## src/rtl/core/huffman_tree_bit_decoder_macros.svh

```systemverilog
// Assertion macros used by the code tree decoder controller.
// Each macro expects signals named clk and arst_n in the module that uses it.
`ifndef HUFFMAN_TREE_BIT_DECODER_MACROS_SVH
`define HUFFMAN_TREE_BIT_DECODER_MACROS_SVH

// Plain property, checked outside reset
`define HTBD_ASSERT(label, prop, msg) \
	label: assert property (@(posedge clk) disable iff (!arst_n) (prop)) else $error(msg);

// Same-cycle implication
`define HTBD_ASSERT_IMP(label, ante, cons, msg) \
	label: assert property (@(posedge clk) disable iff (!arst_n) (ante) |-> (cons)) \
		else $error(msg);

// Next-cycle implication
`define HTBD_ASSERT_NXT(label, ante, cons, msg) \
	label: assert property (@(posedge clk) disable iff (!arst_n) (ante) |=> (cons)) \
		else $error(msg);

`endif

```

## src/rtl/core/htbd_ram.sv

```systemverilog
// Generic single-clock RAM: one write port, one read port, registered read.
// No dependencies.
`default_nettype none

module htbd_ram #(
	parameter int WIDTH = 8,
	parameter int DEPTH = 16
) (
	input  logic                     clk,
	input  logic                     we,
	input  logic [$clog2(DEPTH)-1:0] waddr,
	input  logic [WIDTH-1:0]         wdata,
	input  logic                     re,
	input  logic [$clog2(DEPTH)-1:0] raddr,
	output logic [WIDTH-1:0]         rdata
);

	logic [WIDTH-1:0] mem [DEPTH];
	logic [WIDTH-1:0] rdata_q;

	// Write and registered read
	always_ff @(posedge clk) begin
		if (we) begin
			mem[waddr] <= wdata;
		end
		if (re) begin
			rdata_q <= mem[raddr];
		end
	end

	assign rdata = rdata_q;

endmodule

`default_nettype wire

```

## config.mk

```make
export PLATFORM = sky130hd
export DESIGN_NAME = htbd_ram
export DESIGN_NICKNAME = d
export VERILOG_FILES = /design/src/rtl/core/huffman_tree_bit_decoder_macros.svh /design/src/rtl/core/htbd_ram.sv
export SDC_FILE = /design/constraint.sdc
export NUM_CORES = 1
export LEC_CHECK = 0
export ABC_AREA = 1
export BUFFER_PORTS_ARGS = -buffer_cell sky130_fd_sc_hd__buf_2
export CAP_MARGIN = 25
export CORE_MARGIN = 4
export CORE_UTILIZATION = 33
export CTS_CLUSTER_SIZE = 10
export DETAILED_ROUTE_END_ITERATION = 12
export PLACE_DENSITY = 0.54
export SLEW_MARGIN = 20
export SYNTH_ARGS = -nofsm -noshare
export SYNTH_HDL_FRONTEND = slang
export SYNTH_SLANG_ARGS = --single-unit
```

## constraint.sdc

```tcl
create_clock -name clk -period 1.2 [get_ports clk]
set_input_delay 0.24 -clock clk [delete_from_list [all_inputs] [get_ports clk]]
set_output_delay 0.24 -clock clk [all_outputs]
set_load 0.02 [all_outputs]
```

==> results of run 1 <==
==> stage by stage <==
| stage | utilization | instance area (um2) |
|---|---|---|
| floorplan | - | 5850 |
| global placement | 0.367 | 6370 |
| detailed placement | 0.367 | 6370 |
| CTS | 0.405 | 7040 |
| global route | 0.407 | 7070 |
| finish | 0.407 | 7070 |
==> cell type report <==
cell class	instances	area, um2	area share
clock buffers	17	425	0.0602
clock inverters	14	206	0.0292
inverters	102	383	0.0541
multi-input cells	289	1250	0.177
flip-flops and latches	136	4080	0.577
well taps	225	282	0.0398
repair buffers	56	443	0.0626
==> worst paths after layout <==
check,endpoint,depth (start not counted)
setup / recovery,rdata[0],1
setup reg to reg,rdata[5],6
hold reg to reg,rdata[3],6
hold / removal,rdata[5],1
==> cells in the final DEF (no fill, tap or decap), drive strengths merged <==
master,n
buf,56
bufinv,5
clkbuf,17
clkinv,5
clkinvlp,4
edfxtp,136
inv,102
nand2,173
nand3,97
nand3b,2
nor2,17
==> state kept, by name, summed over array words and instances (netlist names) <==
name	count
rdata	8
mem	128
==> power breakdown <==
part           internal (mW)  switching, mW  total (mW)
registers               5.35         0.0333        5.39
logic                  0.236          0.497       0.733
clock network           3.65           1.92        5.57
total                   9.24           2.45        11.7
==> metal layers <==
metal  vias to the layer above  part of all wire  track usage
met5                         -                 0            0
met4                         0             0.014       0.0469
met3                        14             0.042       0.0377
met2                       113              0.47        0.228
met1                      1879              0.47        0.199
li1                       1884                 -            -
==> repair_timing <==
| action | 4_1_cts | 5_1_grt |
|---|---|---|
| gates cloned | 0 | 0 |
| endpoints found under the hold margin | 0 | 0 |
| endpoints found under the setup margin | 6 | 14 |
| gates resized for setup | 11 | 8 |
==> kinds of logic after synthesis <==
family	count (synthesis)	synth area share
AND/OR/NAND/NOR	289	0.208
flip-flops	136	0.698
buffers and inverters	126	0.0939
==> metrics, run 1 <==
outcome=complete, but fails checks; failing checks=negative setup slack; Clock Latency Late Sink=~0.42 ns; drt wl/cell=approximately 16 um; YS warnings=0; final hold violations=0; placed cell count=just over 800; Die Span Y=around 140 um; routed via count=about 3900; worst path bufs/invs=1; critical path arrival=1.00 ns; Pwr Density=1650 nW/um2; via-per-instance ratio=4.64; diodes inserted=0; CTS Root Cell=clkbuf_16; Final min period=about 1.2 ns; Synth Flop Type=edfxtp_1; most frequent cells after synthesis=nand2_1 (173), edfxtp_1 (136), inv_1 (100), nand3_1 (97), nor2_1 (17); first-pass GRT wire length=approximately 22 mm; CTS Buf Count=17; layout cells sized above 1=0.153; Crit Reg-Reg Startpoint=mem[7][5]; Final Cycle Share=1.03; count leader, synth=nand2_1; nets@finish=approximately 620; Slew @ Worst Pin=between 0.6 and 0.7 ns; RSZ-0062 raised after global routing=yes; total grt overflow=0; DRC=0; CTS Sinks=between 100 and 150; num rows=48; top cells by area, synth=edfxtp_1 (70%), nand2_1 (11%), nand3_1 (8.3%), inv_1 (6.4%), buf_6 (1.2%); Worst Hold Class=in2reg; Worst Path Max Fanout=1; Hold-fix buffers, CTS=0; post-CTS setup buffers=0; max_cap viols=0; Crit path max-delay family=flip-flops; Clock transition at path regs=roughly 0.06 ns; Area Overhead vs Synth=21.0%; fin cells=approximately 840; Leakage=3.03 nW; HPWL after DPL=between 8 and 9 mm; Pre-antenna DRT Iters=5; Largest stage delay, worst path=around 0.43 ns; vias in the first global route=3828; sequential-to-total area share from yosys stat=0.698; clk_skew=0.00719 ns; Routed Antenna Nets=0; WS Path Type=reg2out; routability cong.=about 0.81; DRT Wirelength=roughly 14 mm; Max Freq=approximately 0.81 GHz; initial core utilization=0.337; TritonCTS clock tree=done; top-area cell type share of the netlist area=0.698; Post-Synthesis Cells=about 550; Setup violations, final=4; Worst Min Path Start=re; CP Capture Type=output port; Post-synth ARST share=0; PortBufs=26; Max rail drop VDD=0.000944 V; worst path cell trace=buf_6; Reg2Reg Setup Slack=around 0.07 ns; type of origin of the critical path=flip-flop; Synth cell types=11; Clock Path Buffers=2; dpl ws=-0.336 ns; Critical Path RT=roughly 0.96 ns; initial antenna violation count=0; number of H-tree levels=4; max-slew violation count=0; fillcell total=around 1600; Slowest cell on crit path=edfxtp_1; Worst Setup SP=rdata[0]; Iter 0 DRT Violations=slightly below 400; PnR worst setup slack=-0.0397 ns; relative slew slack=0.586; post-synthesis cell area=slightly below 6000 um2; Mean Syn Cell Area=about 11 um2; GRT Total Usage=0.146; Die Area=around 20000 um2; Synth area leader=edfxtp_1; Hold WS=between 0.15 and 0.2 ns; overall power=between 10 and 15 mW; #FFs+latches synth=136; Post-synth EDFFs=between 100 and 150; Placeable Area=17400 um2; I/O pins=27; Syn Nets=570; setup TNS=-0.114 ns; largest net degree at the start of global routing=43; Die Wd=roughly 140 um
Note: power is estimated with default switching activity, not from simulation.
==> run 2: changes to the inputs <==
Settings changed: CORE_UTILIZATION 33 to 55, PLACE_DENSITY 0.54 to 0.79.
==> metrics, run 2 (synthesis results as in run 1) <==
num rows=37; CTS Sinks=between 100 and 150; RSZ-0062 raised after global routing=yes; Die Span Y=approximately 110 um; met3 WL=a little over 1 mm; Final Cycle Share=1.11; PostCTS Resize Cnt=4; drt wl/cell=around 18 um; post-CTS setup buffers=0; Placeable Area=just over 10000 um2; largest net degree at the start of global routing=between 60 and 70; Crit Reg-Reg Startpoint=mem[1][7]; critical path arrival=approximately 1.1 ns; worst path cell trace=buf_6; Pwr Density=~1700 nW/um2; PortBufs=26; HPWL after DPL=7.86 mm; Slowest cell on crit path=edfxtp_1; CTS Buf Count=17; final core occ=0.670; Max rail drop VDD=0.000938 V; PnR worst setup slack=-0.137 ns; first-pass GRT wire length=about 21 mm; Critical Path RT=between 0.9 and 1 ns; I/O pins=27; Die Area=around 12000 um2; setup TNS=-0.744 ns; nets@finish=slightly above 600; number of H-tree levels=4; vias in the first global route=4018; diodes inserted=0; Clock Latency Late Sink=just over 0.5 ns; Leakage=3.01 nW; overall power=11.5 mW; Hold WS=around 0.096 ns; TritonCTS clock tree=done; DRT Wirelength=about 13 mm; GRT Total Usage=0.220; clk_skew=about 0.007 ns; Area Overhead vs Synth=18.3%; via-per-instance ratio=roughly 5.3; Largest stage delay, worst path=~0.43 ns; Worst Min Path Start=re; CP Capture Type=output port; initial core utilization=0.566; max_cap viols=0; Iter 0 DRT Violations=between 300 and 400; commonest non-fill, non-tap cell in the layout=nand2_1; met1 wire length=approximately 5.3 mm; Hold-fix buffers, CTS=0; leading cell types in the layout, fill and taps excluded=nand2_1 (173), edfxtp_1 (136), inv_1 (100); failing checks=negative setup slack; Setup violations, final=8; Worst Path Max Fanout=1; Reg2Reg Setup Slack=0.05 ns; routability cong.=about 0.85; total grt overflow=0; final hold violations=0; relative slew slack=0.581; max reg flops=approximately 130; Routed Antenna Nets=0; Final min period=between 1 and 1.5 ns; Clock transition at path regs=around 0.06 ns; Die Wd=~110 um; DRC=0; largest reg by FF count=mem; Crit path max-delay family=flip-flops; Clock Path Buffers=2; Max Freq=~0.75 GHz; layout cells sized above 1=0.144; top routing layer in use=met4; Slew @ Worst Pin=~0.63 ns; Worst Hold Class=in2reg; worst path bufs/invs=1; DR WL met2=about 6.5 mm; max-slew violation count=0; CTS Root Cell=clkbuf_8; WS Path Type=reg2out; outcome=complete, but fails checks; initial antenna violation count=0; Pre-antenna DRT Iters=4; type of origin of the critical path=flip-flop; Worst Setup SP=rdata[6]; routed via count=3985
## run 2: changes by cell type in the layout (fill, tap and decap cells not counted), sizes merged
cell | before | now
clkinv | 5 | 7
buf | 56 | 51
inv | 102 | 103
clkinvlp | 4 | 1
clkbuf | 17 | 18
## run 2: worst paths after layout
| kind | endpoint | cells after the start |
|---|---|---|
| worst max-delay path | rdata[6] | 1 |
| worst min-delay path | rdata[2] | 1 |
| worst max register to register | rdata[7] | 6 |
| worst min register to register | rdata[5] | 6 |
## run 2: layer usage
layer,track usage,vias to the layer above
met5,0,-
met4,0.0803,0
met3,0.0508,29
met2,0.360,193
met1,0.289,1888
li1,-,1875
## run 2: report_power, final
part	switching (mW)	leakage, nW	total, mW	internal, mW
Sequential	0.0338	1.24	5.39	5.35
Combinational	0.498	1.47	0.728	0.229
Clock	1.87	0.299	5.43	3.56
## run 2: area by class of cell
cell class                 count  area (um2)
clock inverter                14         204
clock buffer                  18         418
tap                          136         170
fill                         760        3410
inverter                     102         383
multi-input combinational    289        1250
timing repair buffer          51         405
sequential                   136        4080
## run 2: stage by stage
step | std cells | cell area [um2] | setup WS, ns
finish | 746 | 6920 | -0.137
detailed placement | 714 | 6220 | -0.281
CTS | 746 | 6850 | -0.153
floorplan | 551 | 5850 | 0.00916
global placement | 714 | 6220 | -0.284
global route | 746 | 6920 | -0.165
