File: src/rtl/core/huffman_tree_bit_decoder_macros.svh
// Assertion macros used by the code tree decoder controller.
// Each macro expects signals named clk and arst_n in the module that uses it.
`ifndef HUFFMAN_TREE_BIT_DECODER_MACROS_SVH
`define HUFFMAN_TREE_BIT_DECODER_MACROS_SVH

// Plain property, checked outside reset
`define HTBD_ASSERT(label, prop, msg) \
	label: assert property (@(posedge clk) disable iff (!arst_n) (prop)) else $error(msg);

// Same-cycle implication
`define HTBD_ASSERT_IMP(label, ante, cons, msg) \
	label: assert property (@(posedge clk) disable iff (!arst_n) (ante) |-> (cons)) \
		else $error(msg);

// Next-cycle implication
`define HTBD_ASSERT_NXT(label, ante, cons, msg) \
	label: assert property (@(posedge clk) disable iff (!arst_n) (ante) |=> (cons)) \
		else $error(msg);

`endif

File: src/rtl/core/htbd_pkg.sv
// Shared types and constants of the code tree decoder.
// No dependencies; imported by the controller and the top level.
`default_nettype none

package htbd_pkg;

	localparam int NODE_COUNT   = 512;
	localparam int MAX_CODE_LEN = 16;

	localparam int IDX_W      = $clog2(NODE_COUNT);
	localparam int CNT_W      = $clog2(NODE_COUNT + 1);
	localparam int CODE_W     = 16;
	localparam int CODE_IDX_W = $clog2(CODE_W);
	localparam int LEN_IN_W   = 5;
	localparam int LEN_SAT_W  = $clog2(MAX_CODE_LEN + 1);
	localparam int REM_W      = (LEN_SAT_W > LEN_IN_W) ? LEN_SAT_W : LEN_IN_W;
	localparam int SYM_W      = 8;
	localparam int STATUS_W   = 3;

	localparam logic OP_INSERT = 1'b0;
	localparam logic OP_DECODE = 1'b1;

	typedef enum logic [STATUS_W-1:0] {
		ST_PENDING  = 3'd0,
		ST_SYMBOL   = 3'd1,
		ST_MISSING  = 3'd2,
		ST_INSERTED = 3'd3,
		ST_FULL     = 3'd4
	} status_t;

	typedef enum logic [2:0] {
		S_IDLE,
		S_RD_CUR,
		S_RD_CHILD,
		S_INS_STEP,
		S_INS_LEAF,
		S_HOLD
	} state_t;

	// One node store word
	typedef struct packed {
		logic             leaf;
		logic [SYM_W-1:0] sym;
		logic [IDX_W-1:0] left;
		logic [IDX_W-1:0] right;
	} node_t;

	// Node store access from the controller
	typedef struct packed {
		logic             re;
		logic [IDX_W-1:0] raddr;
		logic             we;
		logic [IDX_W-1:0] waddr;
		node_t            wdata;
	} mem_req_t;

	typedef struct packed {
		status_t          status;
		logic [SYM_W-1:0] sym;
	} result_t;

endpackage

`default_nettype wire

File: src/rtl/core/htbd_ctrl.sv
// Tree walk controller: insert walks and decode steps over the node store.
// Depends on htbd_pkg and the assertion macro header.
`default_nettype none
`include "huffman_tree_bit_decoder_macros.svh"

module htbd_ctrl (
	input  logic                              clk,
	input  logic                              arst_n,
	input  logic                              in_valid,
	output logic                              in_ready,
	input  logic                              operation,
	input  logic                              bit_in,
	input  logic [htbd_pkg::SYM_W-1:0]        symbol,
	input  logic [htbd_pkg::CODE_W-1:0]       code_bits,
	input  logic [htbd_pkg::LEN_IN_W-1:0]     code_length,
	input  logic                              out_free,
	output logic                              res_valid,
	output htbd_pkg::result_t                 res,
	output htbd_pkg::mem_req_t                mem_req,
	input  htbd_pkg::node_t                   mem_rdata
);

	import htbd_pkg::*;

	state_t               state_q, state_d;
	logic [IDX_W-1:0]     cur_node_q, cur_node_d;
	logic                 cache_ok_q, cache_ok_d;
	logic [IDX_W-1:0]     cache_l_q, cache_l_d;
	logic [IDX_W-1:0]     cache_r_q, cache_r_d;
	logic                 root_ok_q, root_ok_d;
	logic [CNT_W-1:0]     nodes_used_q, nodes_used_d;
	logic [IDX_W-1:0]     node_q, node_d;
	logic                 zero_q, zero_d;
	logic [REM_W-1:0]     rem_q, rem_d;
	logic                 bit_q, bit_d;
	logic [SYM_W-1:0]     sym_q, sym_d;
	logic [CODE_W-1:0]    bits_q, bits_d;
	result_t              hold_q, hold_d;

	logic                 acc;
	node_t                entry;
	logic [REM_W-1:0]     pos;
	logic                 step_bit;
	logic [IDX_W-1:0]     slot;
	logic                 store_full;
	logic [IDX_W-1:0]     cache_child;
	logic [IDX_W-1:0]     rd_child;
	logic [REM_W-1:0]     len_ext;
	logic [REM_W-1:0]     len_sat;
	logic                 last_step;
	state_t               emit_state;
	result_t              r;
	logic                 fin;

	// Shared decisions on the current read data and inputs
	always_comb begin
		acc         = in_valid && in_ready;
		entry       = zero_q ? '0 : mem_rdata;
		pos         = rem_q - REM_W'(1);
		step_bit    = (pos < REM_W'(CODE_W)) ? bits_q[pos[CODE_IDX_W-1:0]] : 1'b0;
		slot        = step_bit ? entry.right : entry.left;
		store_full  = nodes_used_q >= CNT_W'(NODE_COUNT);
		cache_child = bit_in ? cache_r_q : cache_l_q;
		rd_child    = bit_q ? entry.right : entry.left;
		len_ext     = REM_W'(code_length);
		len_sat     = (len_ext > REM_W'(MAX_CODE_LEN)) ? REM_W'(MAX_CODE_LEN) : len_ext;
		last_step   = rem_q == REM_W'(1);
		emit_state  = out_free ? S_IDLE : S_HOLD;
	end

	assign in_ready = state_q == S_IDLE;

	// Next state
	always_comb begin
		state_d = state_q;
		case (state_q)
			S_IDLE: begin
				if (acc) begin
					if (operation == OP_DECODE) begin
						if (cache_ok_q) begin
							state_d = (cache_child == '0) ? emit_state : S_RD_CHILD;
						end else begin
							state_d = S_RD_CUR;
						end
					end else begin
						state_d = (code_length == '0) ? emit_state : S_INS_STEP;
					end
				end
			end
			S_RD_CUR:   state_d = (rd_child == '0) ? emit_state : S_RD_CHILD;
			S_RD_CHILD: state_d = emit_state;
			S_INS_STEP: begin
				if (slot == '0 && store_full) begin
					state_d = emit_state;
				end else if (last_step) begin
					state_d = S_INS_LEAF;
				end
			end
			S_INS_LEAF: state_d = emit_state;
			S_HOLD:     state_d = out_free ? S_IDLE : S_HOLD;
			default:    state_d = S_IDLE;
		endcase
	end

	// Memory requests, results and register updates
	always_comb begin
		node_t            w;
		logic [IDX_W-1:0] nxt;
		logic             fresh;
		w            = entry;
		nxt          = slot;
		fresh        = 1'b0;
		mem_req      = '0;
		fin          = 1'b0;
		r            = '{status: ST_PENDING, sym: '0};
		res_valid    = 1'b0;
		res          = '{status: ST_PENDING, sym: '0};
		cur_node_d   = cur_node_q;
		cache_ok_d   = cache_ok_q;
		cache_l_d    = cache_l_q;
		cache_r_d    = cache_r_q;
		root_ok_d    = root_ok_q;
		nodes_used_d = nodes_used_q;
		node_d       = node_q;
		zero_d       = zero_q;
		rem_d        = rem_q;
		bit_d        = bit_q;
		sym_d        = sym_q;
		bits_d       = bits_q;
		hold_d       = hold_q;
		case (state_q)
			S_IDLE: begin
				if (acc) begin
					if (operation == OP_DECODE) begin
						bit_d = bit_in;
						if (cache_ok_q) begin
							if (cache_child == '0) begin
								fin        = 1'b1;
								r.status   = ST_MISSING;
								cur_node_d = '0;
								cache_ok_d = 1'b0;
							end else begin
								mem_req.re    = 1'b1;
								mem_req.raddr = cache_child;
								node_d        = cache_child;
								zero_d        = 1'b0;
							end
						end else begin
							mem_req.re    = 1'b1;
							mem_req.raddr = cur_node_q;
							node_d        = cur_node_q;
							zero_d        = (cur_node_q == '0) && !root_ok_q;
						end
					end else begin
						// Inserts may rewrite the cached node
						cache_ok_d = 1'b0;
						sym_d      = symbol;
						bits_d     = code_bits;
						if (code_length == '0) begin
							fin      = 1'b1;
							r.status = ST_MISSING;
						end else begin
							rem_d         = len_sat;
							mem_req.re    = 1'b1;
							mem_req.raddr = '0;
							node_d        = '0;
							zero_d        = !root_ok_q;
						end
					end
				end
			end
			S_RD_CUR: begin
				cache_l_d  = entry.left;
				cache_r_d  = entry.right;
				cache_ok_d = 1'b1;
				if (rd_child == '0) begin
					fin        = 1'b1;
					r.status   = ST_MISSING;
					cur_node_d = '0;
					cache_ok_d = 1'b0;
				end else begin
					mem_req.re    = 1'b1;
					mem_req.raddr = rd_child;
					node_d        = rd_child;
					zero_d        = 1'b0;
				end
			end
			S_RD_CHILD: begin
				fin = 1'b1;
				if (entry.leaf) begin
					r.status   = ST_SYMBOL;
					r.sym      = entry.sym;
					cur_node_d = '0;
					cache_ok_d = 1'b0;
				end else begin
					r.status   = ST_PENDING;
					cur_node_d = node_q;
					cache_l_d  = entry.left;
					cache_r_d  = entry.right;
					cache_ok_d = 1'b1;
				end
			end
			S_INS_STEP: begin
				// Write back every visited node so a fresh one is initialised
				mem_req.we    = 1'b1;
				mem_req.waddr = node_q;
				if (slot == '0 && store_full) begin
					mem_req.wdata = entry;
					fin           = 1'b1;
					r.status      = ST_FULL;
				end else begin
					if (slot == '0) begin
						nxt          = nodes_used_q[IDX_W-1:0];
						fresh        = 1'b1;
						nodes_used_d = nodes_used_q + CNT_W'(1);
						if (step_bit) begin
							w.right = nxt;
						end else begin
							w.left = nxt;
						end
					end
					mem_req.wdata = w;
					mem_req.re    = 1'b1;
					mem_req.raddr = nxt;
					node_d        = nxt;
					zero_d        = fresh;
					rem_d         = rem_q - REM_W'(1);
				end
			end
			S_INS_LEAF: begin
				w.leaf        = 1'b1;
				w.sym         = sym_q;
				mem_req.we    = 1'b1;
				mem_req.waddr = node_q;
				mem_req.wdata = w;
				fin           = 1'b1;
				r.status      = ST_INSERTED;
			end
			S_HOLD: begin
				if (out_free) begin
					res_valid = 1'b1;
					res       = hold_q;
				end
			end
			default: begin
				mem_req = '0;
			end
		endcase
		// Hand over the result, or park it until the output frees
		if (fin) begin
			if (out_free) begin
				res_valid = 1'b1;
				res       = r;
			end else begin
				hold_d = r;
			end
		end
		if (mem_req.we && mem_req.waddr == '0) begin
			root_ok_d = 1'b1;
		end
	end

	// Control registers
	always_ff @(posedge clk or negedge arst_n) begin
		if (!arst_n) begin
			state_q      <= S_IDLE;
			cur_node_q   <= '0;
			cache_ok_q   <= 1'b1;
			cache_l_q    <= '0;
			cache_r_q    <= '0;
			root_ok_q    <= 1'b0;
			nodes_used_q <= CNT_W'(1);
		end else begin
			state_q      <= state_d;
			cur_node_q   <= cur_node_d;
			cache_ok_q   <= cache_ok_d;
			cache_l_q    <= cache_l_d;
			cache_r_q    <= cache_r_d;
			root_ok_q    <= root_ok_d;
			nodes_used_q <= nodes_used_d;
		end
	end

	// Payload registers
	always_ff @(posedge clk) begin
		node_q <= node_d;
		zero_q <= zero_d;
		rem_q  <= rem_d;
		bit_q  <= bit_d;
		sym_q  <= sym_d;
		bits_q <= bits_d;
		hold_q <= hold_d;
	end

	`HTBD_ASSERT_IMP(a_rw_apart, mem_req.we && mem_req.re, mem_req.waddr != mem_req.raddr, "node store read and write on the same entry")
	`HTBD_ASSERT_IMP(a_emit_free, res_valid, out_free, "result issued while output register occupied")
	`HTBD_ASSERT(a_alloc_step, (nodes_used_q == $past(nodes_used_q)) || ($past(state_q) == S_INS_STEP), "node count moved outside an insert step")
	`HTBD_ASSERT_NXT(a_ins_drops_cache, acc && (operation == OP_INSERT), !cache_ok_q, "insert left the child cache valid")

endmodule

`default_nettype wire

File: config.mk
export PLATFORM = sky130hd
export DESIGN_NAME = htbd_ctrl
export DESIGN_NICKNAME = d
export VERILOG_FILES = /design/src/rtl/core/htbd_pkg.sv /design/src/rtl/core/htbd_ctrl.sv
export VERILOG_INCLUDE_DIRS = /design/src /design/src/rtl/core
export SDC_FILE = /design/constraint.sdc
export NUM_CORES = 1
export LEC_CHECK = 0
export BUFFER_PORTS_ARGS = -buffer_cell sky130_fd_sc_hd__buf_4
export CAP_MARGIN = 20
export CORE_MARGIN = 2
export CORE_UTILIZATION = 49
export CTS_CLUSTER_DIAMETER = 200
export DETAILED_ROUTE_END_ITERATION = 12
export PLACE_DENSITY = 0.73
export SLEW_MARGIN = 25
export SYNTH_ARGS = -nofsm -noshare
export SYNTH_HDL_FRONTEND = slang
export SYNTH_SLANG_ARGS = --single-unit
File: constraint.sdc
create_clock -name clk -period 4.5 [get_ports clk]
set_clock_uncertainty 0.2 [all_clocks]
set_input_delay 0.225 -clock clk [delete_from_list [all_inputs] [get_ports clk]]
set_output_delay 0.225 -clock clk [all_outputs]
set_load 0.02 [all_outputs]
==> reports/results.txt, run 1 <==
Initial DRC Count -> 348
Yosys top cell area share -> 28.4%
Fin Setup TNS -> 0 ps
Die ar. -> 11900 sq um
largest area contributor in the netlist -> edfxtp_1
sequential share of power -> 36.6%
gp weighted congestion -> 0.888
Top Layer Used -> met4
drt via density -> 6.06
path depth of the worst reg2reg path -> 10
reg2reg end -> node_q[6]$_DFFE_PP_
Final min period -> 4240 ps
GRT overflow -> 0
kind of critical path -> register to output pin
synthesis-to-layout area growth -> 31.6%
final hold vios -> 0
met2 WL post-DR -> 7.54 mm
DRT Pass-1 Iters -> 7
Syn Inst Count -> 523
Critical Path AT -> 3820 ps
end of the worst hold path -> cache_l_q[5]$_DFFE_PN0P_
switching pwr -> 1.66 mW
library cells used by synthesis -> 52
sequential fraction of the synthesis area -> 47.9%
RSZ-0062 raised after global routing -> no
WL met1 -> 6.80 mm
initial antenna violation count -> 0
FILL cells -> 842
outcome -> finished, final reports clean
antenna-violating nets left -> 0
placed inst area -> 6410 sq um
met3 routed WL -> 1.13 mm
placement row count -> 38
number of global-route vias before repair -> 4779
Reg clk slew, reported paths -> 90 ps
Post-synth EDFFs -> 51
clock sinks -> 93
Worst EP required -> 4070 ps
# nets final -> 747
DRC Markers -> 0
Net Sw Frac -> 42.7%
max-cap violations -> 0
Port Buf Inserts -> 121
combinational fraction of design power -> 49.3%
final max-slew violation count -> 0
Yosys warning total -> 0
Die Span X -> 109 um
Worst setup SP type -> register
Bufs on Longest Clock Path -> 2
Primary FF master, synth -> edfxtp_1
Worst slew margin -> 38.9%
fraction of registers with async set/reset -> 45.2%
Internal Power -> 2.23 mW
Net Count, Synth -> 589
critical path cell sequence -> inv_1 > ha_1 > xor2_1 > mux4_2 > mux2_2 > a31oi_4 > mux2i_1 > buf_4 > a21oi_2 > a221o_1 > buf_4
first-pass GRT wire length -> 24.8 mm
Final Instance Area -> 7110 sq um
Hold WC Path Type -> input pin to register
slowest stage delay, CP -> 560 ps
Crit-path slowest cell -> edfxtp_1
Tot Pwr -> 3.90 mW
peak supply drop -> 0.000277 V
gr usage total -> 27.3%
CP endpoint kind -> output pin
P_leak -> 3.03 nW
share of cells above drive strength 1 -> 22.6%
most frequent CP cell -> buf_4
worst r2r src -> rem_q[0]$_DFFE_PP_
DR WL/cell -> 19.2 um
CORE AREA -> 10800 sq um
min-delay src -> mem_rdata[14]
post-CTS sizing -> 0
crit-path max FO -> 20
Post-Syn Area per Cell -> 10.3 sq um
clk root buf -> clkbuf_8
final setup fails -> 0
Fmax achieved -> 0.236 GHz
Synth area leaders -> edfxtp_1 28%, dfrtp_1 19%, a22o_1 6.5%
worst reg2reg setup slack -> 610 ps
pwr/cell area -> 548 nW/um^2
antenna cells -> 0
Yosys reg bits -> 93
Die Y -> 109 um
Ports -> 122
Hold Path Cell Cnt -> 3
pin count of the biggest net entering global routing -> 43
total number of vias -> 5001
mapped cell area -> 5400 sq um
Final period util -> 94.3%
clock network fraction of total power -> 14.0%
worst slew pin tran -> 909 ps
Initial Utilization -> 50.0%
CTS tree -> done
clk_lat worst skew -> 360 ps
Post-CTS Repair Setup Buffers -> 0
CTS HTree Levels -> 3
WL final -> 15.9 mm
TritonCTS Buffers -> 9
hpwl dp -> 11.3 mm
-- metrics by stage --
step | worst slack (ps) | hold slack [ps] | std cells | utilization [%]
2_1_floorplan | 929 | -271 | 523 | -
3_5_place_dp | 637 | 53.9 | 758 | 59.4
6_report | 257 | 10.0 | 825 | 65.9
5_1_grt | 16.7 | 15.7 | 825 | 65.9
3_3_place_gp | 789 | 42.1 | 758 | 59.4
4_1_cts | 262 | 0.0330 | 825 | 65.9
-- metal layers --
metal / vias to the layer above / GRT usage, %
met5: - / 0
met4: 0 / 9.43
met3: 37 / 5.14
met2: 259 / 42.1
met1: 2408 / 38.8
li1: 2297 / -
-- logic make-up (layout without fill, tap and decap cells) --
group | count (synthesis) | count (layout) | synth area share, %
multiplexers | 37 | 37 | 7.85
buffers and inverters | 44 | 206 | 3.15
XOR/XNOR | 11 | 11 | 1.78
AND/OR/NAND/NOR | 186 | 186 | 18.0
AO/OA/AOI/OAI | 148 | 148 | 20.4
flip-flops | 93 | 93 | 47.9
adder cells (fa/ha/maj) | 4 | 4 | 0.927
-- placed cells by master (no fill, tap or decap), types with 9 or more instances in the layout --
cell type / n
nor2_1: 41
nand2b_1: 26
inv_1: 12
xnor2_1: 10
a22o_1: 40
nand2_1: 38
dfrtp_1: 40
mux2i_1: 30
a21oi_1: 15
and2_1: 22
o21ai_0: 37
clkbuf_8: 9
dlygate4sd3_1: 52
a221o_1: 16
buf_4: 127
edfxtp_1: 51
-- cell type report --
class	instances	area (sq um)	area share [%]
multi-input combinational	386	2650	37.2
sequential	93	2580	36.4
timing repair buffer	179	1470	20.7
tap	140	175	2.46
clock buffer	11	131	1.85
clock inverter	4	50.0	0.704
inverter	12	45.0	0.634
-- worst max path at each step --
stage	endpoint	from	cells past startpoint
3_5_place_dp	node_q[6]$_DFFE_PP_	rem_q[0]$_DFFE_PP_	10
5_1_grt	mem_req[3]	rem_q[0]$_DFFE_PP_	11
2_1_floorplan	hold_q[0]$_DFFE_PP_	rem_q[0]$_DFFE_PP_	12
4_1_cts	mem_req[39]	rem_q[0]$_DFFE_PP_	11
3_3_place_gp	mem_req[3]	rem_q[0]$_DFFE_PP_	11
6_report	mem_req[39]	rem_q[0]$_DFFE_PP_	11
-- registers in the layout, summed over array words and instances (netlist names), 8 cells and up --
name	cells
cache_l_q	9
cache_r_q	9
hold_q	11
cur_node_q	9
bits_q	16
node_q	9
sym_q	8
nodes_used_q	10
-- power groups by stage --
| stage | logic, mW | clock network [mW] | registers (mW) |
|---|---|---|---|
| floorplan | 1.36 | 0 | 1.30 |
| global placement | 1.82 | 0 | 1.43 |
| detailed placement | 1.86 | 0 | 1.44 |
| CTS | 1.90 | 0.548 | 1.42 |
| global route | 2.09 | 0.586 | 1.46 |
| finish | 1.92 | 0.546 | 1.43 |
-- synthesized netlist by cell type (4+ instances only) --
master	count
edfxtp_1	51
xnor2_1	10
o2bb2ai_1	7
or3_1	4
buf_2	4
and2_1	22
a211oi_1	8
nor2_1	42
dfrtp_1	40
o21ai_0	37
a221o_1	16
nand3_1	7
nor4_1	8
nor3_1	7
inv_1	12
nand3b_1	5
nand4_1	6
clkbuf_1	28
a21oi_1	15
and3_1	7
ha_1	4
mux2i_1	30
nor2b_1	4
mux4_2	4
a22o_1	40
nand2_1	38
nand2b_1	26
-- worst max-delay path, delay by kind of cell (launching register included) --
family / cells / cell delay [ps]
multiplexers: 3 / 960
AO/OA/AOI/OAI: 3 / 790
XOR/XNOR: 1 / 350
buffers and inverters: 3 / 570
adder cells (fa/ha/maj): 1 / 220
flip-flops: 1 / 560
-- repair_timing --
item | 4_1_cts | 5_1_grt
endpoints found under the setup margin | 0 | 0
hold buffers | 52 | 0
endpoints found under the hold margin | 91 | 0
Note: power is estimated with default switching activity, not from simulation.
==> run 2, diff against run 1 <==
- CORE_MARGIN: 2 -> default
==> reports/results.txt, run 2 (synthesis gave the netlist of run 1 again) <==
gr usage total -> 27.9%
slowest stage delay, CP -> 580 ps
drt via density -> 6.02
Die Y -> 107 um
CTS HTree Levels -> 3
Ports -> 122
P_leak -> 3.04 nW
# nets final -> 748
hpwl dp -> 11.1 mm
placement row count -> 37
CP endpoint kind -> output pin
leading cell type in the layout, fill and taps excluded -> buf_4
post-CTS sizing -> 0
Critical Path AT -> 3820 ps
Port Buf Inserts -> 121
dpl cells -> 754
Worst setup SP type -> register
outcome -> finished, final reports clean
worst slew pin tran -> 930 ps
most flop-heavy register -> bits_q
antenna-violating nets left -> 0
kind of critical path -> register to output pin
crit-path max FO -> 20
Reg clk slew, reported paths -> 90 ps
pwr/cell area -> 546 nW/um^2
max-cap violations -> 0
DRC Markers -> 0
Finished Layout Cells -> 823
clock sinks -> 93
WL final -> 15.4 mm
Worst slew margin -> 37.5%
Fmax achieved -> 0.236 GHz
DR WL/cell -> 18.7 um
gp weighted congestion -> 0.928
CTS tree -> done
Initial DRC Count -> 432
Final min period -> 4250 ps
Crit-path slowest cell -> edfxtp_1
synthesis-to-layout area growth -> 31.9%
Final period util -> 94.3%
TritonCTS Buffers -> 9
final hold vios -> 0
antenna cells -> 0
Bufs on Longest Clock Path -> 2
CORE AREA -> 10500 sq um
DRT Pass-1 Iters -> 5
peak supply drop -> 0.000256 V
first-pass GRT wire length -> 24.3 mm
FILL cells -> 809
critical path cell sequence -> inv_1 > ha_1 > xor2_1 > mux4_2 > mux2_2 > a31oi_4 > mux2i_1 > buf_4 > a221o_1 > a221o_1 > buf_4
share of cells above drive strength 1 -> 23.0%
Die ar. -> 11400 sq um
CP bufs+invs -> 3
GRT overflow -> 0
Hold WS -> 31.7 ps
initial antenna violation count -> 0
Post-CTS Repair Setup Buffers -> 0
RSZ-0062 raised after global routing -> no
max FFs per register -> 16
Hold WC Path Type -> input pin to register
Hold Path Cell Cnt -> 3
Initial Utilization -> 51.4%
hold buffers post-CTS -> 53
Final Instance Area -> 7120 sq um
clk root buf -> clkbuf_8
Die Span X -> 107 um
Largest regs -> bits_q x16, hold_q x11, nodes_used_q x10
pin count of the biggest net entering global routing -> 43
CP Depth -> 11
clk_lat worst skew -> 370 ps
number of global-route vias before repair -> 4688
total number of vias -> 4951
Fin Setup TNS -> 0 ps
Worst EP required -> 4070 ps
placed inst area -> 6400 sq um
final setup fails -> 0
most frequent cells in the layout -> 127 x buf_4, 53 x dlygate4sd3_1, 51 x edfxtp_1, 41 x nor2_1
final max-slew violation count -> 0
path depth of the worst reg2reg path -> 10
Top delay family on crit path -> compound AO/OA/AOI/OAI gates
run 2: cell types whose count changed in the layout (fill, tap and decap cells not counted), sizes merged:
cell,delta
clkbuf,-1
clkinv,+1
clkinvlp,+1
dlygate4sd3,+1
run 2: final timing paths:
| path | slack [ps] | start | to |
|---|---|---|---|
| setup / recovery | 250 | rem_q[0]$_DFFE_PP_ | mem_req[44] |
| hold / removal | 30 | out_free | state_q[2]$_DFFE_PN0P_ |
| setup reg to reg | 650 | rem_q[0]$_DFFE_PP_ | node_q[3]$_DFFE_PP_ |
| hold reg to reg | 310 | root_ok_q$_DFFE_PN0P_ | root_ok_q$_DFFE_PN0P_ |
| max in group asynchronous | 3540 | arst_n | nodes_used_q[0]$_DFFE_PN1P_ |
| min in group asynchronous | 180 | arst_n | cur_node_q[6]$_DFFE_PN0P_ |
run 2: final cells by class:
| cell class | count | area (sq um) | area share (%) |
|---|---|---|---|
| clock buffer | 10 | 128 | 1.79 |
| clock inverter | 6 | 63.8 | 0.896 |
| inverter | 12 | 45.0 | 0.632 |
| multi-input combinational | 386 | 2650 | 37.2 |
| sequential | 93 | 2580 | 36.3 |
| tap | 136 | 170 | 2.39 |
| timing repair buffer | 180 | 1480 | 20.8 |
run 2: routing by layer:
metal / vias up / part of all wire, % / global-route usage, %
met5: - / 0 / 0
met4: 0 / 2.4 / 10.1
met3: 38 / 8.1 / 6.02
met2: 269 / 46 / 42.9
met1: 2348 / 43 / 38.8
li1: 2296 / - / -
run 2: worst min-delay path: stages:
cell     delay [ps]
buf_4           120
a211o_1         120
mux2i_1          90
run 2: per-stage QoR:
stage | util (%) | total power [mW] | worst slack, ps
finish | 67.8 | 3.89 | 254
CTS | 67.8 | 3.88 | 241
global route | 67.8 | 4.12 | 25.5
global placement | 60.9 | 3.26 | 788
detailed placement | 60.9 | 3.29 | 675
floorplan | - | 2.66 | 929
run 2: report_power, final:
| part | internal (mW) | total (mW) | switching [mW] |
|---|---|---|---|
| sequential | 1.19 | 1.41 | 0.224 |
| clock | 0.256 | 0.543 | 0.287 |
| combinational | 0.796 | 1.93 | 1.14 |
